==> src/hw/rtl/srie_pkg.sv <==
// shared types and opcode constants for the instruction execute block
`timescale 1ns / 1ps
package srie_pkg;

	localparam int NUM_GPR  = 16;
	localparam int GPR_AW   = 4;
	localparam int IMM_W    = 12;
	localparam int WORD_W   = 32;
	localparam int RETI_IO  = 7;

	// opcodes
	localparam logic [7:0] OP_ADD  = 8'd0;
	localparam logic [7:0] OP_SUB  = 8'd1;
	localparam logic [7:0] OP_MAC  = 8'd2;
	localparam logic [7:0] OP_AND  = 8'd3;
	localparam logic [7:0] OP_OR   = 8'd4;
	localparam logic [7:0] OP_XOR  = 8'd5;
	localparam logic [7:0] OP_SLL  = 8'd6;
	localparam logic [7:0] OP_SRA  = 8'd7;
	localparam logic [7:0] OP_SRL  = 8'd8;
	localparam logic [7:0] OP_BEQ  = 8'd9;
	localparam logic [7:0] OP_BNE  = 8'd10;
	localparam logic [7:0] OP_BLT  = 8'd11;
	localparam logic [7:0] OP_BGT  = 8'd12;
	localparam logic [7:0] OP_BLE  = 8'd13;
	localparam logic [7:0] OP_BGE  = 8'd14;
	localparam logic [7:0] OP_JAL  = 8'd15;
	localparam logic [7:0] OP_LW   = 8'd16;
	localparam logic [7:0] OP_SW   = 8'd17;
	localparam logic [7:0] OP_RETI = 8'd18;
	localparam logic [7:0] OP_IN   = 8'd19;
	localparam logic [7:0] OP_OUT  = 8'd20;
	localparam logic [7:0] OP_HALT = 8'd21;

	// class bits set by the front
	typedef struct packed {
		logic is_lw;
		logic is_mac;
	} cls_t;

	// one decoded instruction
	typedef struct packed {
		logic [7:0]        cmd;
		logic [GPR_AW-1:0] rd;
		logic [GPR_AW-1:0] rs;
		logic [GPR_AW-1:0] rt;
		logic [GPR_AW-1:0] rm;
		logic [IMM_W-1:0]  imm1;
		logic [IMM_W-1:0]  imm2;
		cls_t              cls;
	} item_t;

	// queue head as seen by the back
	typedef struct packed {
		logic  vld;
		item_t item;
	} qhead_t;

endpackage

==> src/hw/rtl/srie_front.sv <==
// front: input handshake, classification and two entry queue
`timescale 1ns / 1ps
module srie_front
	import srie_pkg::*;
(
	input  logic              clk,
	input  logic              arst_n,
	input  logic              in_valid,
	output logic              in_ready,
	input  logic [7:0]        cmd,
	input  logic [GPR_AW-1:0] rd,
	input  logic [GPR_AW-1:0] rs,
	input  logic [GPR_AW-1:0] rt,
	input  logic [GPR_AW-1:0] rm,
	input  logic [IMM_W-1:0]  imm_first,
	input  logic [IMM_W-1:0]  imm_second,
	input  logic              blocked,
	output qhead_t            head,
	input  logic              pop
);

	item_t      ent_q [2];
	logic       wp_q;
	logic       rp_q;
	logic [1:0] cnt_q;
	item_t      dec;
	logic       push;

	// classify the incoming instruction
	always_comb begin
		dec.cmd        = cmd;
		dec.rd         = rd;
		dec.rs         = rs;
		dec.rt         = rt;
		dec.rm         = rm;
		dec.imm1       = imm_first;
		dec.imm2       = imm_second;
		dec.cls.is_lw  = (cmd == OP_LW);
		dec.cls.is_mac = (cmd == OP_MAC);
	end

	assign in_ready = (cnt_q != 2'd2) && !blocked;
	assign push     = in_valid && in_ready;

	// queue storage
	always_ff @(posedge clk) begin
		if (push) begin
			ent_q[wp_q] <= dec;
		end
	end

	// queue pointers
	always_ff @(posedge clk or negedge arst_n) begin
		if (!arst_n) begin
			wp_q  <= 1'b0;
			rp_q  <= 1'b0;
			cnt_q <= 2'd0;
		end else begin
			if (push) begin
				wp_q <= ~wp_q;
			end
			if (pop) begin
				rp_q <= ~rp_q;
			end
			cnt_q <= cnt_q + {1'b0, push} - {1'b0, pop};
		end
	end

	assign head.vld  = (cnt_q != 2'd0);
	assign head.item = ent_q[rp_q];

endmodule

==> config.mk <==
export PLATFORM = sky130hd
export DESIGN_NAME = srie_front
export DESIGN_NICKNAME = d
export VERILOG_FILES = /design/src/hw/rtl/srie_pkg.sv /design/src/hw/rtl/srie_front.sv
export SDC_FILE = /design/constraint.sdc
export NUM_CORES = 1
export LEC_CHECK = 0
export ABC_AREA = 0
export BUFFER_PORTS_ARGS = -buffer_cell sky130_fd_sc_hd__buf_2
export CAP_MARGIN = 0
export CORE_MARGIN = 2
export CORE_UTILIZATION = 47
export CTS_CLUSTER_DIAMETER = 150
export CTS_CLUSTER_SIZE = 24
export DETAILED_ROUTE_END_ITERATION = 6
export PLACE_DENSITY = 0.76
export SLEW_MARGIN = 20
export SYNTH_ARGS = -nofsm -noshare
export SYNTH_HDL_FRONTEND = slang
export SYNTH_SLANG_ARGS = --single-unit
==> constraint.sdc <==
create_clock -name clk -period 3.1 [get_ports clk]
set_input_delay 0.465 -clock clk [delete_from_list [all_inputs] [get_ports clk]]
set_output_delay 0.465 -clock clk [all_outputs]
set_load 0.02 [all_outputs]
==> Word level (Yosys, flattened, before mapping) <==
Memories as Yosys holds them, arrays and structs flattened.
Cells that the tools add are included.
{ "totals": {"mem_count": 1, "output_inout_bits": 52, "inputBits": 53, "word_cells": 17, "regBits": 4, "mem_bits_rw": 100} }
{ "classes": {"reduce_logical": 4, "addsub": 2, "muxes": 2, "eq_ne": 3, "bitwise_logic": 2} }
{ "mem_list": {"columns": ["name", "words", "word_bits", "read_ports", "rd_clocked_by_memory_dff", "write_ports", "line_no", "rtl"], "rows": [
  ["ent_q", 2, 50, 1, 0, 1, "srie_front.sv:22", "item_t ent_q [2];"]
]} }
{ "op_table": {"columns": ["operator", "n"], "rows": [
  ["$eq A8 B2 Y1 const B", 1],
  ["$eq A8 B5 Y1 const B", 1],
  ["$add A2 B1 Y2", 1],
  ["$logic_and A1 B1 Y1", 2],
  ["$mux W1", 2],
  ["$ne A2 B2 Y1 const B", 1],
  ["$not A1 Y1", 2],
  ["$reduce_bool A2 Y1", 1],
  ["$sub A2 B1 Y2", 1],
  ["$logic_not A1 Y1", 1]
]} }

==> Logic depth before layout (Yosys ltp) <==
Gate-level depths: netlist (run 1).
{ "logic_depth": {"ltp_word": 5, "mapped_depth": 7, "ltp_nobuf": 7} }

==> Worst setup path before layout (run 1) <==
Ideal clock, no wire load.
{ "synth_timing": {"path_type": "input -> register", "from": "input port in_valid", "to": "memory ent_q[0][0] in the netlist's numbering (enable)", "stages": 3, "slack_ns": -0.172, "n_path_buf": 0, "setup_time_ns": 0.458, "required_time_ns": 2.642, "arrival_time_ns": 2.814, "path_cell_list": "nor2b_1 -> nand2_1 -> nor2_1"} }
{ "synth_via": {"elab_chain_len": 3} }
{ "synth_lines": {"columns": ["item", "line_no", "rtl"], "rows": [
  ["start: declaration", "srie_front.sv:8", "input logic in_valid,"],
  ["$logic_and A1 B1 Y1", "srie_front.sv:43", "assign push = in_valid && in_ready;"],
  ["$mux W1", "srie_front.sv:47", "if (push) begin"],
  ["$mux W1 (implied by the code)", "srie_front.sv:48", "ent_q[wp_q] <= dec;"],
  ["end: declaration", "srie_front.sv:22", null]
]} }
No other way between the ends.

==> PnR_summary.wiki, run 1 <==
{| class="wikitable"
! Metric !! Value
|-
| Root buffer selected by CTS || sky130_fd_sc_hd__clkbuf_8
|-
| Period utilisation layout || 74.78%
|-
| Total clock buffers created by CTS || 9
|-
| Aggregate global routing overflow || 0
|-
| Run status || complete, no violations
|-
| Max Cap Viol || 0
|-
| Initial Util || 49.10%
|-
| Final Hold Violating Endpoints || 0
|-
| Worst Min Path Start || imm_first[1]
|-
| Crit path kind || flop to output pin
|-
| Synthesis-stage register bit count || 104
|-
| Reg2reg path depth || 3
|-
| Cells after Synth || 179
|-
| Clock tree from TritonCTS || done
|-
| Ys flop type || sky130_fd_sc_hd__edfxtp_1
|-
| Hold Path Sink || ent_q[0][15]$_DFFE_PP_
|-
| Instance count along the most critical hold path || 1
|-
| Worst-Margin Slew || 0.5570 ns
|-
| Worst-path clk slew || 0.10 ns
|-
| Nets in the synthesized netlist || 234
|-
| Arr. time, crit path || 1.85 ns
|-
| Antenna diode count || 0
|-
| Number of placed instances, taps included || 384
|-
| Clock sink count || 104
|-
| Drt first-iter violations || 81
|-
| Slowest cell on the critical path || sky130_fd_sc_hd__dfrtp_2
|-
| Number of buffers and inverters on the critical path || 2
|-
| Global-route total usage across every layer || 14.35%
|-
| Relative slew margins || 62.87%
|-
| LEAKAGE || 1.745 nW
|-
| Share of post-route cells with drive strength above 1 || 60.20%
|-
| Final min period || 2.318 ns
|-
| Hold WC Path Type || primary input to flop
|-
| Max Fanout on Critical Path || 21
|-
| Number of I/O pins || 105
|-
| Post-route DRC || 0
|-
| Netlist area before placement || 0.003834 mm2
|-
| Total setup violations reported at the end of the flow || 0
|-
| Total length of routed wires || 6205 um
|-
| Chip Height || 94.32 um
|-
| Number of cells in the finished layout apart from fillers || 401
|-
| RSZ-0062 raised after global routing || no
|-
| Antenna Violating Nets Remaining || 0
|-
| Async set-or-reset flop fraction in the synthesized netlist || 3.846%
|-
| Area of the die || 0.008895 mm2
|-
| Global-route wire length before repair || 9384 um
|-
| Critical Path End Type || output pin
|-
| Pwr dens || 814.3 mW/mm2
|-
| Number of global-route vias before repair || 2,068
|-
| Mean routed wirelength per cell || 15.47 um
|-
| Register-to-register setup slack || 1.42 ns
|-
| Number of antenna violations at the first check in global routing || 0
|-
| H-Tree Depth || 3
|-
| Die W || 94.32 um
|-
| IO buf count || 104
|-
| Overall power || 0.003829 W
|-
| Std cell rows || 32
|-
| Vias per std cell || 4.950
|-
| Maximum number of pins on one net before global-route repair || 30
|-
| Final setup TNS || 0 ns
|-
| Register area share after synthesis || 80.94%
|-
| Final Net Count || 349
|-
| Area growth, synth to finish || 22.65%
|-
| Leading area contributor after synthesis || sky130_fd_sc_hd__edfxtp_1
|-
| Number of flops mapped to enable cells by yosys || 100
|-
| Highest clock rate || 0.4314 GHz
|-
| Largest cells by area after synthesis || sky130_fd_sc_hd__edfxtp_1 78%, sky130_fd_sc_hd__mux2_2 15%, sky130_fd_sc_hd__dfrtp_1 2.6%
|-
| Maximum buffer depth of the clock tree || 2
|-
| Slowest stage delay, CP || 0.56 ns
|-
| CORE AREA || 0.007807 mm2
|-
| Chain of cells forming the critical path || buf_4 -> mux2_2 -> buf_2
|-
| # Post-CTS Setup Buffers || 0
|-
| Stages on worst setup path || 3
|-
| Count of final max-slew check failures || 0
|-
| Startpoint of the worst register-to-register path || cnt_q[1]$_DFF_PN0_
|-
| Share of the synthesized area in the top cell type || 78.33%
|-
| CP Launch Type || flop
|-
| Total iterations of the first detailed-routing run || 4
|-
| HPWL after detailed placement || 4155 um
|-
| Number of warnings issued by yosys || 0
|-
| Placer congestion estimate || 0.7098
|-
| Required time of the critical path || 2.63 ns
|-
| Unique masters post-synth || 17
|-
| Worst R2R End || ent_q[1][41]$_DFFE_PP_
|-
| Worst Clk Skew || 0.009823 ns
|-
| Post-synthesis average cell area || 21.42 um2
|-
| Max VDD drop || 0.3548 mV
|-
| Cell type group with the largest total delay on the critical path || flip-flops
|-
| Vias || 1,985
|-
| Latest clock arrival within the worst-skew pair || 0.36 ns
|}
-- synthesized netlist by cell type (2+ instances only) --
| library cell | n |
|---|---|
| sky130_fd_sc_hd__mux2_2 | 50 |
| sky130_fd_sc_hd__nor4_1 | 2 |
| sky130_fd_sc_hd__xnor2_1 | 3 |
| sky130_fd_sc_hd__edfxtp_1 | 100 |
| sky130_fd_sc_hd__buf_2 | 5 |
| sky130_fd_sc_hd__nor2b_1 | 2 |
| sky130_fd_sc_hd__ha_1 | 2 |
| sky130_fd_sc_hd__dfrtp_1 | 4 |
| sky130_fd_sc_hd__nand2b_1 | 3 |
-- worst max path at each step --
stage	start	endpoint	slack, ns
after floorplan	in_valid	ent_q[0][0]$_DFFE_PP_	0.66
after global placement	rp_q$_DFFE_PN0P_	head[4]	1.17
after detailed placement	rp_q$_DFFE_PN0P_	head[4]	1.19
after CTS	rp_q$_DFFE_PN0P_	head[4]	0.75
after global routing	rp_q$_DFFE_PN0P_	head[4]	0.70
final	rp_q$_DFFE_PN0P_	head[4]	0.78
-- per-layer routing --
layer	track usage, %	wire, um
met3	4.896	450
met4	5.556	93
met2	24.70	3105
met5	0	0
met1	16.60	2556
-- placed cells by master (no fill, tap or decap), drive strengths merged, types with 2 or more instances in the layout --
master,Yosys,layout
nor2b,2,2
ha,2,2
dfrtp,4,4
clkbuf,1,9
mux2,50,50
xnor2,3,3
clkinv,0,3
edfxtp,100,100
nand2b,3,3
inv,1,4
nor4,2,2
buf,5,109
-- area by class of cell --
class	instances	area, um2
Timing Repair Buffer	110	580.6
Tap cell	102	127.6
Sequential cell	104	3104
Clock inverter	7	55.05
Fill cell	610	3105
Clock buffer	9	123.9
Multi-Input combinational cell	68	706.9
Inverter	1	3.754
-- worst register-to-register path: cells and delay by family, from the launching register on --
kind                   cells  cell delay [ns]
buffers and inverters      1             0.29
and+or+nand+nor            2             0.67
DFF                        1             0.41
-- per-stage QoR --
step | utilization, % | setup slack [ns] | cell area, um2 | hold slack, ns
2_1_floorplan | - | 0.6600 | 3836 | 0.1694
3_3_place_gp | 57.80 | 1.170 | 4513 | 0.2797
3_5_place_dp | 57.80 | 1.189 | 4513 | 0.2825
4_1_cts | 60.22 | 0.7539 | 4702 | 0.2638
5_1_grt | 60.22 | 0.7028 | 4702 | 0.2532
6_report | 60.22 | 0.7819 | 4702 | 0.2796
-- sequential cells by signal (all words and copies together) (netlist names) --
name   cells
ent_q    100
wp_q       1
rp_q       1
cnt_q      2
-- report_power, final --
part           total (W)  leakage, nW  internal, W  switching [W]
clock network   0.000764       0.0919     0.000302       0.000463
registers        0.00183        0.959      0.00175      0.0000807
logic            0.00123        0.694     0.000523       0.000710
total            0.00383         1.74      0.00258        0.00125
-- kinds of logic (layout without fill, tap and decap cells) --
logic type	count (synthesis)	after routing	synth area share, %
XOR/XNOR	4	4	0.9140
buffers and inverters	7	127	0.8483
flip-flops	104	104	80.94
AND/OR/NAND/NOR	12	12	1.958
multiplexers	50	50	14.69
adder cells (fa/ha/maj)	2	2	0.6526
-- what timing repair did --
item,in CTS,in global routing
endpoints found under the hold margin,4,0
resized for setup,0,0
hold buffers,1,0
Note: power is estimated with default switching activity, not from simulation.
==> run 2, diff against run 1 <==
- clock period: 3.1 -> 2.06 ns (I/O delays scaled with it)
==> run 2 against run 1 <==
  * Combinational power is 54% higher
  * Critical endpoint is now head[33]
  * Largest cell class unchanged
  * Global-route usage is 0.26 points lower
  * Total power is 50% higher
  * Critical path depth stayed put
  * Flip-flop and latch count stayed put
  * Critical path type unchanged
  * Clock power is 48% higher
  * Highest routed layer unchanged
==> PnR_summary.wiki, run 2 (synthesized netlist as in run 1, its figures left out) <==
{| class="wikitable"
! Metric !! Value
|-
| Share of post-route cells with drive strength above 1 || 58.92%
|-
| Initial Util || 49.10%
|-
| Pwr dens || 1220 mW/mm2
|-
| HPWL after detailed placement || 3950 um
|-
| Clock tree from TritonCTS || done
|-
| Total clock buffers created by CTS || 9
|-
| Worst-Margin Slew || 0.3308 ns
|-
| Largest registers || ent_q x100, cnt_q x2
|-
| Critical Path End Type || output pin
|-
| Global-route total usage across every layer || 14.09%
|-
| CORE AREA || 0.007807 mm2
|-
| Drt first-iter violations || 101
|-
| Worst Clk Skew || 0.01224 ns
|-
| Worst Min Path Start || imm_first[1]
|-
| Vias || 1,982
|-
| Period utilisation layout || 91.59%
|-
| Area of the die || 0.008895 mm2
|-
| Share of the core filled with cells || 60.34%
|-
| Highest clock rate || 0.5300 GHz
|-
| Antenna diode count || 0
|-
| Register with the most flip-flops || ent_q
|-
| Crit path kind || flop to output pin
|-
| Total length of routed wires || 6170 um
|-
| Slowest cell on the critical path || sky130_fd_sc_hd__dfrtp_2
|-
| Placer congestion estimate || 0.7060
|-
| IO buf count || 104
|-
| LEAKAGE || 1.733 nW
|-
| Area growth, synth to finish || 22.88%
|-
| Max VDD drop || 0.6287 mV
|-
| Final Net Count || 347
|-
| Required time of the critical path || 1.75 ns
|-
| Maximum buffer depth of the clock tree || 2
|-
| Final Hold Violating Endpoints || 0
|-
| H-Tree Depth || 3
|-
| Total iterations of the first detailed-routing run || 4
|-
| Slowest stage delay, CP || 0.38 ns
|-
| Number of antenna violations at the first check in global routing || 0
|-
| Global-route wire length before repair || 9363 um
|-
| Largest register FFs || 100
|-
| Top library cells by usage in the layout, fill and taps aside || 104 x sky130_fd_sc_hd__buf_2, 100 x sky130_fd_sc_hd__edfxtp_1, 50 x sky130_fd_sc_hd__mux2_2, 11 x sky130_fd_sc_hd__clkbuf_8
|-
| CP Launch Type || flop
|-
| Root buffer selected by CTS || sky130_fd_sc_hd__clkbuf_8
|-
| RSZ-0062 raised after global routing || no
|-
| Aggregate global routing overflow || 0
|-
| Max Cap Viol || 0
|-
| Number of global-route vias before repair || 2,058
|-
| Relative slew margins || 77.74%
|-
| Final min period || 1.887 ns
|-
| Arr. time, crit path || 1.58 ns
|-
| Count of final max-slew check failures || 0
|-
| Maximum number of pins on one net before global-route repair || 52
|-
| Chip Height || 94.32 um
|-
| Die W || 94.32 um
|-
| Commonest non-fill, non-tap cell in the layout || sky130_fd_sc_hd__buf_2
|-
| Startpoint of the worst register-to-register path || cnt_q[1]$_DFF_PN0_
|-
| Mean routed wirelength per cell || 15.46 um
|-
| Max Fanout on Critical Path || 51
|-
| Clock sink count || 104
|-
| Chain of cells forming the critical path || buf_12 -> mux2_2 -> buf_2
|-
| Latest clock arrival within the worst-skew pair || 0.35 ns
|-
| Post-CTS resize count || 0
|-
| Vias per std cell || 4.967
|-
| Start point of the critical path || rp_q$_DFFE_PN0P_
|-
| Run status || complete, no violations
|-
| Hold WC Path Type || primary input to flop
|-
| Std cell rows || 32
|-
| Total setup violations reported at the end of the flow || 0
|-
| Worst-path clk slew || 0.09 ns
|-
| Antenna Violating Nets Remaining || 0
|-
| Number of I/O pins || 105
|-
| Post-route DRC || 0
|-
| Final setup TNS || 0 ns
|}
run 2: report_power, final:
| group | internal, W | leakage, nW | switching, W |
|---|---|---|---|
| Combinational | 0.000807 | 0.691 | 0.00110 |
| Clock | 0.000508 | 0.0829 | 0.000623 |
| Sequential | 0.00264 | 0.959 | 0.0000797 |
run 2: layout make-up:
cell class | instances | area (um2)
Inverter | 1 | 3.754
Sequential cell | 104 | 3104
Fill cell | 637 | 3097
Clock buffer | 14 | 162.7
Tap cell | 102 | 127.6
Timing Repair Buffer | 108 | 590.6
Multi-Input combinational cell | 68 | 706.9
Clock inverter | 2 | 15.01
run 2: critical path: cells and delay by family (launching register included):
| family | cells | cell delay, ns |
|---|---|---|
| buffers and inverters | 2 | 0.41 |
| DFF | 1 | 0.38 |
| muxes | 1 | 0.38 |
run 2: stage by stage:
step	worst slack [ns]	total power (W)	instances	hold WS (ns)	instance area, um2
after floorplan	0.2995	0.004091	179	0.01341	3842
after global placement	0.4889	0.004679	382	0.1200	4523
after detailed placement	0.4369	0.004703	382	0.1222	4523
after CTS	0.1532	0.005838	399	0.1209	4711
after global routing	0.1340	0.006028	399	0.1266	4711
final	0.1732	0.005749	399	0.1447	4711
run 2: path summary, 6_finish.rpt:
| kind | to | slack, ns | cells past startpoint |
|---|---|---|---|
| max | head[33] | 0.17 | 3 |
| min | ent_q[1][15]$_DFFE_PP_ | 0.14 | 1 |
| max reg2reg | cnt_q[1]$_DFF_PN0_ | 0.50 | 7 |
| min reg2reg | cnt_q[1]$_DFF_PN0_ | 0.50 | 1 |
| max in group asynchronous | rp_q$_DFFE_PN0P_ | 1.63 | 2 |
| min in group asynchronous | rp_q$_DFFE_PN0P_ | 0.30 | 2 |
run 2: repair_timing:
item | CTS | global route
hold buffers | 1 | 0
hold endpoints to repair | 4 | 0
setup buffers | 0 | 0
run 2: per-layer routing:
layer	wire length [um]	GRT usage [%]
met5	0	0
met4	94	6.159
met3	462	3.933
met2	3135	24.76
met1	2478	16.12
==> run 3, diff against run 2 <==
- CORE_ASPECT_RATIO: not set -> 2
- SKIP_CTS_REPAIR_TIMING: not set -> 1
==> run 3 against run 2 <==
  * Flip-flop and latch count did not move
  * Largest cell class unchanged
  * Largest power group unchanged
  * Critical endpoint is now head[19]
  * Sequential share of layout area fell by 0.88 points
  * Critical path depth did not move
  * Via count barely moved
  * Total power rose by 5.9%
  * Worst setup slack got worse by 0.013 ns
  * Highest routed layer unchanged
  * Core utilization fell by 0.22 points
  * Die area rose by 0.49%
  * Final cell count fell by 0.75%
==> PnR_summary.wiki, run 3 (synthesized netlist as in run 1, its figures left out) <==
{| class="wikitable"
! Metric !! Value
|-
| Share of post-route cells with drive strength above 1 || 59.67%
|-
| Worst Hold Margin || 0.1568 ns
|-
| Root buffer selected by CTS || sky130_fd_sc_hd__clkbuf_16
|-
| Number of I/O pins || 105
|-
| Worst R2R End || cnt_q[1]$_DFF_PN0_
|-
| Max Cap Viol || 0
|-
| H-Tree Depth || 3
|-
| Switching power || 0.001862 W
|-
| Clock power frac || 24.4%
|-
| Internal power || 0.004228 W
|-
| Hold WC Path Type || primary input to flop
|-
| Max Fanout on Critical Path || 28
|-
| Max VDD drop || 0.7082 mV
|-
| Count of final max-slew check failures || 0
|-
| Number of antenna violations at the first check in global routing || 0
|-
| Final Hold Violating Endpoints || 0
|-
| Worst-path clk slew || 0.06 ns
|-
| Std cell rows || 46
|-
| Arr. time, crit path || 1.59 ns
|-
| Latest clock arrival within the worst-skew pair || 0.34 ns
|-
| CORE AREA || 0.007943 mm2
|-
| Drt first-iter violations || 153
|-
| Mean routed wirelength per cell || 16.24 um
|-
| IO buf count || 104
|-
| Placer congestion estimate || 0.7040
|-
| Die W || 67.86 um
|-
| Cell type group with the largest total delay on the critical path || buffers and inverters
|-
| Placement Cell Area || 0.004501 mm2
|-
| Share of the core filled with cells || 60.11%
|-
| Maximum number of pins on one net before global-route repair || 29
|-
| Pwr dens || 1275 mW/mm2
|-
| Slowest cell on the critical path || sky130_fd_sc_hd__mux2_2
|-
| Total clock buffers created by CTS || 9
|-
| Initial Util || 48.27%
|-
| Area growth, synth to finish || 24.54%
|-
| CP Launch Type || flop
|-
| Largest registers || ent_q x100, cnt_q x2
|-
| Start point of the critical path || rp_q$_DFFE_PN0P_
|-
| Clock sink count || 104
|-
| Number of global-route vias before repair || 2,135
|-
| Commonest non-fill, non-tap cell in the layout || sky130_fd_sc_hd__buf_2
|-
| Relative slew margins || 75.10%
|-
| Top library cells by usage in the layout, fill and taps aside || 104 x sky130_fd_sc_hd__buf_2, 100 x sky130_fd_sc_hd__edfxtp_1, 50 x sky130_fd_sc_hd__mux2_2, 9 x sky130_fd_sc_hd__clkbuf_16, 6 x sky130_fd_sc_hd__buf_4
|-
| Crit path kind || flop to output pin
|-
| Chain of cells forming the critical path || buf_4 -> mux2_2 -> buf_2
|-
| Area of the die || 0.008939 mm2
|-
| RSZ-0062 raised after global routing || no
|-
| Maximum buffer depth of the clock tree || 2
|-
| Switching power share of the total || 30.57%
|-
| Highest clock rate || 0.5264 GHz
|-
| Final Net Count || 350
|-
| Slowest stage delay, CP || 0.40 ns
|-
| Antenna Violating Nets Remaining || 0
|-
| Vias per std cell || 5.008
|-
| Total length of routed wires || 6432 um
|-
| Reg2reg path depth || 7
|-
| Post-route DRC || 0
|-
| Final min period || 1.900 ns
|-
| Worst Min Path Start || imm_second[11]
|-
| Total iterations of the first detailed-routing run || 4
|-
| Register-to-register setup slack || 0.49 ns
|-
| Required time of the critical path || 1.75 ns
|-
| Global-route total usage across every layer || 15.62%
|-
| Worst-Margin Slew || 0.3736 ns
|-
| Largest register FFs || 100
|-
| Period utilisation layout || 92.22%
|-
| Chip Height || 131.7 um
|-
| End of the critical path || head[19]
|-
| Summed area of non-filler cells in the final layout || 0.004775 mm2
|-
| Flop pwr share || 44.6%
|-
| Number of buffers and inverters on the critical path || 2
|-
| HPWL after detailed placement || 4487 um
|-
| Aggregate global routing overflow || 0
|-
| Total setup violations reported at the end of the flow || 0
|-
| Stages on worst setup path || 3
|-
| LEAKAGE || 1.785 nW
|-
| Critical Path End Type || output pin
|-
| Startpoint of the worst register-to-register path || cnt_q[1]$_DFF_PN0_
|-
| Antenna diode count || 0
|-
| Part of the power in combinational logic || 31.0%
|-
| Final setup TNS || 0 ns
|-
| Global-route wire length before repair || 9873 um
|-
| Clock tree from TritonCTS || done
|-
| Worst Clk Skew || 0.003116 ns
|-
| Run status || complete, no violations
|-
| Register with the most flip-flops || ent_q
|-
| Vias || 1,983
|}
run 3: changes by cell type in the layout (fill, tap and decap cells not counted):
cell / delta
sky130_fd_sc_hd__clkbuf_8: -11
sky130_fd_sc_hd__clkbuf_16: +9
sky130_fd_sc_hd__buf_4: +6
sky130_fd_sc_hd__buf_12: -3
sky130_fd_sc_hd__clkbuf_1: -3
sky130_fd_sc_hd__clkinv_2: +3
sky130_fd_sc_hd__clkinv_1: +2
sky130_fd_sc_hd__clkinv_4: +1
sky130_fd_sc_hd__clkinvlp_4: -1
run 3: power by group through the flow:
stage	Combinational [W]	Clock [W]	Sequential (W)
2_1_floorplan	0.00135	0	0.00274
3_3_place_gp	0.00190	0	0.00275
3_5_place_dp	0.00192	0	0.00277
4_1_cts	0.00193	0.00154	0.00272
5_1_grt	0.00203	0.00162	0.00274
6_report	0.00189	0.00149	0.00272
run 3: stage by stage:
stage / cells / setup slack, ns / power (W)
after floorplan: 179 / 0.2995 / 0.004091
after global placement: 379 / 0.4971 / 0.004646
after detailed placement: 379 / 0.4212 / 0.004688
after CTS: 395 / 0.1273 / 0.006188
after global routing: 396 / 0.07831 / 0.006396
final: 396 / 0.1602 / 0.006089
run 3: per-layer routing:
layer / track usage (%) / up-vias / wire length, um / share of wire [%]
met2: 28.00 / 61 / 3790 / 59
met1: 15.02 / 982 / 2133 / 33
met4: 7.222 / 0 / 107 / 1.7
met5: 0 / - / 0 / 0
met3: 5.651 / 9 / 400 / 6.2
li1: - / 931 / - / -
run 3: worst min path at each step:
stage / endpoint / slack, ns / cells after the start
detailed placement: cnt_q[0]$_DFF_PN0_ / 0.12 / 1
floorplan: cnt_q[0]$_DFF_PN0_ / 0.01 / 0
global route: ent_q[1][17]$_DFFE_PP_ / 0.14 / 1
global placement: cnt_q[0]$_DFF_PN0_ / 0.12 / 1
CTS: cnt_q[1]$_DFF_PN0_ / -0.24 / 1
finish: ent_q[1][13]$_DFFE_PP_ / 0.16 / 1
run 3: area by class of cell:
cell class / instances / area (um2)
Fill cell: 595 / 3168
Tap cell: 96 / 120.1
Inverter: 1 / 3.754
Timing Repair Buffer: 111 / 575.6
Clock inverter: 7 / 38.79
Multi-Input combinational cell: 68 / 706.9
Clock buffer: 9 / 225.2
Sequential cell: 104 / 3104
